$ cat config.mk
export PLATFORM = sky130hd
export DESIGN_NAME = rgb_to_hsl_pixel_core
export DESIGN_NICKNAME = d
export VERILOG_FILES = /design/src/rtl/core/rgbhsl_pkg.sv /design/src/rtl/core/rgb_to_hsl_pixel_core.sv /design/src/rtl/core/rgbhsl_prep.sv /design/src/rtl/core/rgbhsl_div.sv
export SDC_FILE = /design/constraint.sdc
export NUM_CORES = 1
export LEC_CHECK = 0
export ABC_AREA = 1
export BUFFER_PORTS_ARGS = -buffer_cell sky130_fd_sc_hd__buf_2
export CORE_MARGIN = 1
export CORE_UTILIZATION = 55
export DETAILED_ROUTE_END_ITERATION = 10
export HOLD_SLACK_MARGIN = 0.12
export MAX_ROUTING_LAYER = met4
export PLACE_DENSITY = 0.71
export SLEW_MARGIN = 10
export SYNTH_ARGS = -nofsm -noshare
export SYNTH_HDL_FRONTEND = slang
export SYNTH_SLANG_ARGS = --single-unit
$ cat constraint.sdc
create_clock -name clk -period 32.9 [get_ports clk]
set_clock_uncertainty 0.05 [all_clocks]
set_input_delay 6.58 -clock clk [delete_from_list [all_inputs] [get_ports clk]]
set_output_delay 6.58 -clock clk [all_outputs]
set_load 0.01 [all_outputs]
$ cat src/rtl/core/rgbhsl_pkg.sv
// ----------------------------------------------------------------------------
// rgbhsl_pkg
// shared widths and payload types of the rgb to hsl pixel core
// ----------------------------------------------------------------------------
package rgbhsl_pkg;

    localparam int CHAN_W      = 8;
    localparam int CHAN_MAX    = 255;
    localparam int SUM_TOP     = 510;

    // hue: 255 * d over 6 * range, d up to 1785
    localparam int HUE_NUM_W   = 19;
    localparam int HUE_DEN_W   = 11;
    // saturation: 255 * range over min(sum, 510 - sum)
    localparam int SAT_NUM_W   = 16;
    localparam int SAT_DEN_W   = 9;

    // quotient bits, one divider stage per bit
    localparam int QUO_W       = 9;
    localparam int HUE_CW      = HUE_DEN_W + QUO_W;
    localparam int SAT_CW      = SAT_DEN_W + QUO_W;

    localparam int PREP_STAGES = 2;
    localparam int PIPE_DEPTH  = PREP_STAGES + QUO_W + 1;

    typedef struct packed {
        logic [HUE_NUM_W-1:0] hue_num;
        logic [HUE_DEN_W-1:0] hue_den;
        logic [SAT_NUM_W-1:0] sat_num;
        logic [SAT_DEN_W-1:0] sat_den;
        logic                 gray;
        logic [CHAN_W-1:0]    light;
    } prep_t;

    typedef struct packed {
        logic [QUO_W-1:0]  hue_q;
        logic [QUO_W-1:0]  sat_q;
        logic              gray;
        logic [CHAN_W-1:0] light;
    } quot_t;

endpackage

$ cat src/rtl/core/rgb_to_hsl_pixel_core.sv
// ----------------------------------------------------------------------------
// rgb_to_hsl_pixel_core
// 8-bit rgb pixel to 8-bit hue, saturation and lightness, one pixel per clock
// ----------------------------------------------------------------------------
//
//   channel   | direction | tdata (lsb first)              | tlast/tuser
//   ----------+-----------+--------------------------------+------------
//   s_axis    | in        | blue, green, red (8 bits each) | none
//   m_axis    | out       | hue, saturation, lightness     | none
//
// one transfer in per clock when the output side keeps up; the pipe holds
// two operand stages, nine divider stages (one quotient bit each, set by
// the 9-bit hue quotient) and the output register
// every stage carries a valid bit; a stage loads whenever it is empty or
// the stage after it moves, so bubbles close up during a stall
// an output stall holds m_axis_tdata and fills the pipe up to 12 pixels
// before s_axis_tready drops
// rst_n clears only the valid bits; payload registers are not reset
//
module rgb_to_hsl_pixel_core (
    input  logic        clk,
    input  logic        rst_n,

    input  logic        s_axis_tvalid,
    output logic        s_axis_tready,
    input  logic [23:0] s_axis_tdata,   // blue [7:0], green [15:8], red [23:16]

    output logic        m_axis_tvalid,
    input  logic        m_axis_tready,
    output logic [23:0] m_axis_tdata    // hue [7:0], saturation [15:8], lightness [23:16]
);
    import rgbhsl_pkg::*;

    logic [PIPE_DEPTH-1:0] adv;
    logic [PIPE_DEPTH-1:0] valid_reg;
    logic [PIPE_DEPTH-1:0] valid_next;
    prep_t                 prep;
    quot_t                 quot;
    logic [CHAN_W-1:0]     hue_next;
    logic [CHAN_W-1:0]     sat_next;
    logic [3*CHAN_W-1:0]   tdata_next;
    logic [3*CHAN_W-1:0]   tdata_reg;

    // a stage may load when it is empty or its contents move on
    always_comb
    begin
        adv[PIPE_DEPTH-1] = !valid_reg[PIPE_DEPTH-1] || m_axis_tready;
        for (int i = PIPE_DEPTH - 2; i >= 0; i--)
        begin
            adv[i] = !valid_reg[i] || adv[i+1];
        end
    end

    // first stage takes the input valid, later stages the one before them
    always_comb
    begin
        valid_next[0] = adv[0] ? s_axis_tvalid : valid_reg[0];
        for (int i = 1; i < PIPE_DEPTH; i++)
        begin
            if (adv[i])
            begin
                valid_next[i] = valid_reg[i-1];
            end
            else
            begin
                valid_next[i] = valid_reg[i];
            end
        end
    end

    always_ff @(posedge clk or negedge rst_n)
    begin
        if (!rst_n)
        begin
            valid_reg <= '0;
        end
        else
        begin
            valid_reg <= valid_next;
        end
    end

    // operand stages
    rgbhsl_prep u_prep (
        .clk   (clk),
        .adv   (adv[PREP_STAGES-1:0]),
        .blue  (s_axis_tdata[CHAN_W-1:0]),
        .green (s_axis_tdata[2*CHAN_W-1:CHAN_W]),
        .red   (s_axis_tdata[3*CHAN_W-1:2*CHAN_W]),
        .prep  (prep)
    );

    // hue and saturation dividers side by side
    rgbhsl_div u_div (
        .clk  (clk),
        .adv  (adv[PREP_STAGES+QUO_W-1:PREP_STAGES]),
        .prep (prep),
        .quot (quot)
    );

    // output stage: gray pixels give zero hue and saturation, hue wraps
    // modulo 256, saturation is clamped at full scale
    always_comb
    begin
        if (quot.gray)
        begin
            hue_next = '0;
            sat_next = '0;
        end
        else
        begin
            hue_next = quot.hue_q[CHAN_W-1:0];
            if (quot.sat_q > QUO_W'(CHAN_MAX))
            begin
                sat_next = CHAN_W'(CHAN_MAX);
            end
            else
            begin
                sat_next = quot.sat_q[CHAN_W-1:0];
            end
        end
        tdata_next = {quot.light, sat_next, hue_next};
    end

    always_ff @(posedge clk)
    begin
        if (adv[PIPE_DEPTH-1])
        begin
            tdata_reg <= tdata_next;
        end
    end

    assign s_axis_tready = adv[0];
    assign m_axis_tvalid = valid_reg[PIPE_DEPTH-1];
    assign m_axis_tdata  = tdata_reg;

endmodule

$ cat src/rtl/core/rgbhsl_prep.sv
// ----------------------------------------------------------------------------
// rgbhsl_prep
// two front stages: channel max/min and range/sum, then divider operands
// ----------------------------------------------------------------------------
module rgbhsl_prep (
    input  logic                            clk,
    input  logic [1:0]                      adv,
    input  logic [rgbhsl_pkg::CHAN_W-1:0]   blue,
    input  logic [rgbhsl_pkg::CHAN_W-1:0]   green,
    input  logic [rgbhsl_pkg::CHAN_W-1:0]   red,
    output rgbhsl_pkg::prep_t               prep
);
    import rgbhsl_pkg::*;

    typedef enum logic [1:0] {
        SEL_RED,
        SEL_GREEN,
        SEL_BLUE
    } sel_t;

    sel_t               sel_next;
    sel_t               sel_reg;
    logic [CHAN_W-1:0]  hi;
    logic [CHAN_W-1:0]  lo;
    logic [CHAN_W-1:0]  range_next;
    logic [CHAN_W-1:0]  range_reg;
    logic [CHAN_W:0]    sum_next;
    logic [CHAN_W:0]    sum_reg;
    logic signed [CHAN_W:0] diff_next;
    logic signed [CHAN_W:0] diff_reg;

    logic [HUE_DEN_W-1:0] k_range;
    logic [HUE_DEN_W-1:0] six_range;
    logic signed [HUE_DEN_W:0] d_full;
    logic [HUE_DEN_W-1:0] d_val;
    logic [CHAN_W+1:0]    other;
    logic [CHAN_W+1:0]    den_full;
    prep_t                prep_next;
    prep_t                prep_reg;

    // stage a: max, min and which channel holds the max (red, green, blue)
    always_comb
    begin
        if (red >= green && red >= blue)
        begin
            sel_next  = SEL_RED;
            hi        = red;
            diff_next = $signed({1'b0, green}) - $signed({1'b0, blue});
        end
        else if (green >= blue)
        begin
            sel_next  = SEL_GREEN;
            hi        = green;
            diff_next = $signed({1'b0, blue}) - $signed({1'b0, red});
        end
        else
        begin
            sel_next  = SEL_BLUE;
            hi        = blue;
            diff_next = $signed({1'b0, red}) - $signed({1'b0, green});
        end
        lo = red;
        if (green < lo)
        begin
            lo = green;
        end
        if (blue < lo)
        begin
            lo = blue;
        end
        range_next = hi - lo;
        sum_next   = {1'b0, hi} + {1'b0, lo};
    end

    // stage b: dividends and divisors
    always_comb
    begin
        six_range = (HUE_DEN_W'(range_reg) << 2) + (HUE_DEN_W'(range_reg) << 1);
        case (sel_reg)
            SEL_RED:   k_range = six_range;
            SEL_GREEN: k_range = HUE_DEN_W'(range_reg) << 1;
            SEL_BLUE:  k_range = HUE_DEN_W'(range_reg) << 2;
            default:   k_range = '0;
        endcase
        d_full = $signed({1'b0, k_range})
               + $signed({{(HUE_DEN_W-CHAN_W){diff_reg[CHAN_W]}}, diff_reg});
        d_val  = d_full[HUE_DEN_W-1:0];

        // 255 * x as (x << 8) - x
        prep_next.hue_num = {d_val, 8'b0} - HUE_NUM_W'(d_val);
        prep_next.hue_den = six_range;
        prep_next.sat_num = {range_reg, 8'b0} - SAT_NUM_W'(range_reg);

        other = (CHAN_W+2)'(SUM_TOP) - {1'b0, sum_reg};
        if ({1'b0, sum_reg} < other)
        begin
            den_full = {1'b0, sum_reg};
        end
        else
        begin
            den_full = other;
        end
        if (den_full == '0)
        begin
            den_full = (CHAN_W+2)'(1);
        end
        prep_next.sat_den = den_full[SAT_DEN_W-1:0];
        prep_next.gray    = (range_reg == '0);
        prep_next.light   = sum_reg[CHAN_W:1];
    end

    always_ff @(posedge clk)
    begin
        if (adv[0])
        begin
            sel_reg   <= sel_next;
            range_reg <= range_next;
            sum_reg   <= sum_next;
            diff_reg  <= diff_next;
        end
        if (adv[1])
        begin
            prep_reg <= prep_next;
        end
    end

    assign prep = prep_reg;

endmodule

$ cat src/rtl/core/rgbhsl_div.sv
// ----------------------------------------------------------------------------
// rgbhsl_div
// pipelined restoring divider pair, one quotient bit per stage
// ----------------------------------------------------------------------------
module rgbhsl_div (
    input  logic                          clk,
    input  logic [rgbhsl_pkg::QUO_W-1:0]  adv,
    input  rgbhsl_pkg::prep_t             prep,
    output rgbhsl_pkg::quot_t             quot
);
    import rgbhsl_pkg::*;

    typedef struct packed {
        logic [HUE_CW-1:0]    hue_rem;
        logic [HUE_DEN_W-1:0] hue_den;
        logic [QUO_W-1:0]     hue_q;
        logic [SAT_CW-1:0]    sat_rem;
        logic [SAT_DEN_W-1:0] sat_den;
        logic [QUO_W-1:0]     sat_q;
        logic                 gray;
        logic [CHAN_W-1:0]    light;
    } div_stage_t;

    div_stage_t stage_in   [QUO_W];
    div_stage_t stage_next [QUO_W];
    div_stage_t stage_reg  [QUO_W];

    genvar k;
    generate
        for (k = 0; k < QUO_W; k++)
        begin : g_stage
            localparam int BIT = QUO_W - 1 - k;
            logic [HUE_CW-1:0] hue_sh;
            logic [SAT_CW-1:0] sat_sh;

            if (k == 0)
            begin : g_first
                always_comb
                begin
                    stage_in[k].hue_rem = HUE_CW'(prep.hue_num);
                    stage_in[k].hue_den = prep.hue_den;
                    stage_in[k].hue_q   = '0;
                    stage_in[k].sat_rem = SAT_CW'(prep.sat_num);
                    stage_in[k].sat_den = prep.sat_den;
                    stage_in[k].sat_q   = '0;
                    stage_in[k].gray    = prep.gray;
                    stage_in[k].light   = prep.light;
                end
            end
            else
            begin : g_next
                assign stage_in[k] = stage_reg[k-1];
            end

            // try subtracting the divisor aligned to this quotient bit
            always_comb
            begin
                hue_sh        = HUE_CW'(stage_in[k].hue_den) << BIT;
                sat_sh        = SAT_CW'(stage_in[k].sat_den) << BIT;
                stage_next[k] = stage_in[k];
                if (stage_in[k].hue_rem >= hue_sh)
                begin
                    stage_next[k].hue_rem    = stage_in[k].hue_rem - hue_sh;
                    stage_next[k].hue_q[BIT] = 1'b1;
                end
                if (stage_in[k].sat_rem >= sat_sh)
                begin
                    stage_next[k].sat_rem    = stage_in[k].sat_rem - sat_sh;
                    stage_next[k].sat_q[BIT] = 1'b1;
                end
            end

            always_ff @(posedge clk)
            begin
                if (adv[k])
                begin
                    stage_reg[k] <= stage_next[k];
                end
            end
        end
    endgenerate

    assign quot.hue_q = stage_reg[QUO_W-1].hue_q;
    assign quot.sat_q = stage_reg[QUO_W-1].sat_q;
    assign quot.gray  = stage_reg[QUO_W-1].gray;
    assign quot.light = stage_reg[QUO_W-1].light;

endmodule

Word-level counts from Yosys, hierarchy flattened

Memory sizes are Yosys's and may differ from the RTL's.
Cells that the tools add are included.

Bits in registers: 128
Latch bits: 0
Memory bits (writable): 765
Memory bits (read-only): 0
Output and inout bits: 26
Word-level logic and storage cells: 172
Memories kept: 1

Memories:

| memory          | words | width | rd ports | clocked after memory_dff | wr ports | line             | RTL |
|---|---|---|---|---|---|---|---|
| u_div.stage_reg | 9     | 85    | 9        | 0                        | 9        | rgbhsl_div.sv:26 | `div_stage_t stage_reg [QUO_W];` |

Add/sub/neg operators: 28
$mul: 0
Div/mod/pow operators: 0
Magnitude comparators: 25
Equality and inequality tests: 2
Shift operators: 0
Muxes and demuxes: 64
Bitwise gates (word level): 0
Reduce and logical (&&, ||, !) cells: 28

Operator list:

| kind             | number |
|---|---|
| $mux W20         | 9 |
| $mux W18         | 9 |
| $mux W8          | 5 |
| $mux W1          | 36 |
| $pmux W11 S3     | 1 |
| $sub A8 B8 Y9    | 3 |
| $ge A8 B8 Y1     | 3 |
| $ge A20 B11 Y1   | 1 |
| $ge A20 B12 Y1   | 1 |
| $ge A20 B13 Y1   | 1 |
| $ge A20 B14 Y1   | 1 |
| $ge A20 B15 Y1   | 1 |
| $ge A20 B16 Y1   | 1 |
| $ge A20 B17 Y1   | 1 |
| $ge A20 B18 Y1   | 1 |
| $sub A19 B19 Y20 | 1 |
| $sub A20 B11 Y20 | 1 |
| $sub A20 B12 Y20 | 1 |
| $sub A20 B13 Y20 | 1 |
| $sub A20 B14 Y20 | 1 |
| $sub A20 B15 Y20 | 1 |
| $sub A20 B16 Y20 | 1 |
| $sub A20 B17 Y20 | 1 |
| $sub A20 B18 Y20 | 1 |
| other kinds (40) | 64 |

Logic depth before layout (Yosys ltp)

Depth after elaboration: 13
Mapped depth: 34
Depth with buffers taken out: 34

Hierarchy

From an unflattened synthesis, not the netlist that was laid out.

Cell total of the unflattened synthesis: 4415
Area, all modules: 42351.9 um^2

Modules (own cells, without submodules):

| module                | instances | cells each | area each (um^2) |
|---|---|---|---|
| rgbhsl_div            | 1         | 3442       | 33716.1 |
| rgbhsl_prep           | 1         | 863        | 7260.7 |
| rgb_to_hsl_pixel_core | 1         | 110        | 1375.1 |

Worst setup path before layout

OpenSTA, ideal clock, no wires.

Path kind: input -> output
Start point: in m_axis_tready
End point: out s_axis_tready
Data arrival time: 13.063 ns
Setup slack: 13.207 ns
Stages: 12
Path buffers: 0
Path through: nor2_2 > nand2_1 > nor2_2 > nand2_2 > nor2_2 > nand2_1 > nor2_2 > nand2_2 > nor2_4 > nand2_2 > nor2_2 > nand2_1

Longest elaborated chain between the ends: 12

Ends and longest elaborated chain:

| item                             | line                        | RTL |
|---|---|---|
| start, declared                  | rgb_to_hsl_pixel_core.sv:29 | `input logic m_axis_tready,` |
| $logic_or A1 B1 Y1               | rgb_to_hsl_pixel_core.sv:47 | `adv[PIPE_DEPTH-1] = !valid_reg[PIPE_DEPTH-1] \|\| m_axis_tready;` |
| $logic_or A1 B1 Y1               | rgb_to_hsl_pixel_core.sv:50 | `adv[i] = !valid_reg[i] \|\| adv[i+1];` |
| net adv[10]                      | rgb_to_hsl_pixel_core.sv:34 | `logic [PIPE_DEPTH-1:0] adv;` |
| $logic_or A1 B1 Y1 (2 in series) | rgb_to_hsl_pixel_core.sv:50 |  |
| net adv[8]                       | rgb_to_hsl_pixel_core.sv:34 |  |
| $logic_or A1 B1 Y1 (2 in series) | rgb_to_hsl_pixel_core.sv:50 |  |
| net adv[6]                       | rgb_to_hsl_pixel_core.sv:34 |  |
| $logic_or A1 B1 Y1 (2 in series) | rgb_to_hsl_pixel_core.sv:50 |  |
| net adv[4]                       | rgb_to_hsl_pixel_core.sv:34 |  |
| $logic_or A1 B1 Y1 (2 in series) | rgb_to_hsl_pixel_core.sv:50 |  |
| net adv[2]                       | rgb_to_hsl_pixel_core.sv:34 |  |
| $logic_or A1 B1 Y1 (2 in series) | rgb_to_hsl_pixel_core.sv:50 |  |
| end, declared                    | rgb_to_hsl_pixel_core.sv:25 | `output logic s_axis_tready,` |

The timed path passes the listed nets, and every way through them passes these cells.

Worst setup path in the final report

Ends and elaborated chain as after synthesis.

==> flow_summary.ini <==
[hold_path]
hold-path-cell-count = 0
hold_path.class = reg2reg
hold-path-endpoint = u_div.stage_reg[0][431]$_DFFE_PP_
min_from = u_div.stage_reg[0][346]$_DFFE_PP_

[drt]
vias = 23631
routed_wl_um = 63900
drt_iter0_drc = 1247
vias_per_cell = 5.20
wl_per_cell_um = 14.1
drtAntennaViolNets = 0
drc = 0
dr.pass1.iters = 8

[logic_synthesis]
ys_seq_elements = 727
synth_cell_types = 59
dominantRegCellSynth = edfxtp_1
synthesis.nets = 3804
syn_inst = 3501
yosysWarnings = 0
synth_edf_count = 715
async_flop_share_pct = 1.65
syn_avg_cell_area_um2 = 10.7
synth-seq-area-share_pct = 58.1
syn-cell-area_um2 = 37500

[global_routing]
grt_pass1_wl_um = 107000
grt_pass1_vias = 23646
antenna_found_initial = 0
grt_use_total_pct = 19.3
grt_max_degree = 76
gr-total-overflow = 0

[clock_tree]
cts_setup_buffers = 0
cts_buffer_depth = 3
clkSlewWorstSetupHoldPaths_ps = 60
cts_sinks = 727
ctsResizeCount = 0
htreeDepth = 3
holdBufCountCts = 0
tritoncts = yes
cts_made_buffers = 77
clock_latency_ps = 640
cts_root_buf = clkbuf_16

[worst_setup_path]
crit_type = in2out
crit_top_cell = nor2_2
r2r-start = u_prep.range_reg[2]$_DFFE_PP_
slowest_stage = nand2_4
cp_max_fo = 75
endpoint_kind = output port
rrSetupSlack_ps = 27440
path_cells = buf_2, nor2_2, nand2_1, buf_4, nor2_2, nand2_4, nor2_2, nand2_4, nor2_2, nand2_2, buf_4, nor2_4, nand2_2, buf_4, nor2_2, nand2_1, buf_4, buf_2
start_kind = primary input
rr_endpoint = u_prep.prep[61]$_DFFE_PP_
reg2regPathDepth = 32
required_ps = 26270
crit_arrival_ps = 10480
critPathMaxStageDelay_ps = 640

[floorplanning]
initial_utilization_pct = 55.7
design.portCount = 54
coreArea_um2 = 67300
die-area_um2 = 69200
die_w_um = 263
num_rows = 95
die_y_um = 263

[sta]
fin_crit_ps = 17110
max_slew_margin_pct = 27.1
setup_viol = 0
fmax_ghz = 0.0585
worst_pin_slew_ps = 1090
hold_viol = 0
finalSetupTns_ps = 0
rsz0062_at_grt = no
slew_viol_final = 0
finalCritPeriodShare_pct = 52.0

[cells_and_area]
final_cells = 4544
largest_reg_flops = 603
layout.nets = 3911
drive_above_1_share_pct = 7.08
n_antenna_cell = 0
areaGrowthSynthToFinish_pct = 10.2

[flow_run]
max_cap_violations = 0

[placed_design]
dpl.cell_count = 4402
globalplace.congestion = 0.911
io_buffer_count = 53
dpl.hpwl_um = 48600

[status]
status = completed
==> cell type report <==
cell class	count	area (µm²)
Fill cell	5325	26000
Tap cell	873	1090
Clock inverter	38	460
Multi-Input combinational cell	2241	13700
Timing Repair Buffer	68	378
Inverter	493	1850
Clock buffer	104	2070
Sequential cell	727	21800
==> metal layers <==
| metal | part of all wire [%] | vias to the layer above | GRT usage [%] |
|---|---|---|---|
| met5 | 0 | - | - |
| met4 | 4.1 | 0 | 9.47 |
| met3 | 3.0 | 166 | 2.64 |
| met2 | 52 | 408 | 34.8 |
| met1 | 41 | 10762 | 20.9 |
| li1 | - | 12295 | - |
==> placed cells by master, fill, tap and decap left out, drive strengths merged, types with 8 or more instances in the layout <==
| cell type | instances |
|---|---|
| a31oi | 15 |
| nand3 | 124 |
| buf | 68 |
| o21bai | 13 |
| nor4 | 31 |
| nand2 | 633 |
| a21o | 16 |
| inv | 493 |
| clkbuf | 104 |
| o21ai | 263 |
| a21oi | 201 |
| nor2 | 282 |
| o211ai | 10 |
| nand4 | 40 |
| xnor2 | 66 |
| o221ai | 9 |
| clkinv | 29 |
| or2 | 24 |
| fa | 23 |
| edfxtp | 715 |
| dfrtp | 12 |
| ha | 252 |
| a211oi | 8 |
| xor2 | 137 |
| nor3 | 48 |
==> worst max-delay path by stage <==
stage | start | endpoint | slack, ps
2_1_floorplan | m_axis_tready | s_axis_tready | 13210
3_3_place_gp | m_axis_tready | s_axis_tready | 15730
3_5_place_dp | m_axis_tready | s_axis_tready | 15630
4_1_cts | m_axis_tready | s_axis_tready | 15610
5_1_grt | m_axis_tready | s_axis_tready | 15250
6_report | m_axis_tready | s_axis_tready | 15790
==> metrics by stage <==
stage	area, µm²	utilization, %	hold WS (ps)	worst slack [ps]
2_1_floorplan	37500	-	350	13210
3_3_place_gp	38800	57.6	351	15730
3_5_place_dp	38800	57.6	355	15630
4_1_cts	41300	61.4	345	15610
5_1_grt	41300	61.4	348	15250
6_report	41300	61.4	350	15790
==> synth_stat cells, drive strengths merged, types with 3 or more instances <==
cell,count,area [µm²]
xnor2,66,578
nor3,48,250
or2,24,150
a41oi,3,26.3
nand3b,6,45.0
o211ai,10,75.1
nor3b,4,35.0
xor2,137,1200
dfrtp,12,300
o21ai,263,1330
o2111ai,6,52.6
o31ai,4,30.0
nand3,124,641
fa,23,460
o221ai,9,78.8
nor2,282,1120
inv,491,1840
edfxtp,715,21500
nand2,633,2420
buf,25,143
ha,252,3150
o311ai,3,26.3
a21o,16,120
nor4,31,194
a21oi,201,1010
clkbuf,15,56.3
a21boi,4,30.0
nand4,40,250
a31oi,15,93.8
a211oi,8,60.1
o21bai,13,101
and2,4,25.0
==> logic make-up (layout without fill, tap and decap cells) <==
logic type,Yosys count,after routing,synth area share (%)
multiplexers,1,1,0.0267
flip-flops,727,727,58.1
AND/OR/NAND/NOR,1200,1200,13.8
buffers and inverters,533,703,5.47
adder cells (fa/ha/maj),275,275,9.64
XOR/XNOR,203,203,4.74
AO/OA/AOI/OAI,562,562,8.26
==> worst max-delay path, delay by kind of cell <==
| kind | cells | cell delay [ps] |
|---|---|---|
| buffers and inverters | 6 | 2180 |
| and+or+nand+nor | 12 | 1640 |
Power is left out: the tool's default activity adds up to more than one toggle a clock period on the data nets, which glitch-free logic cannot reach.
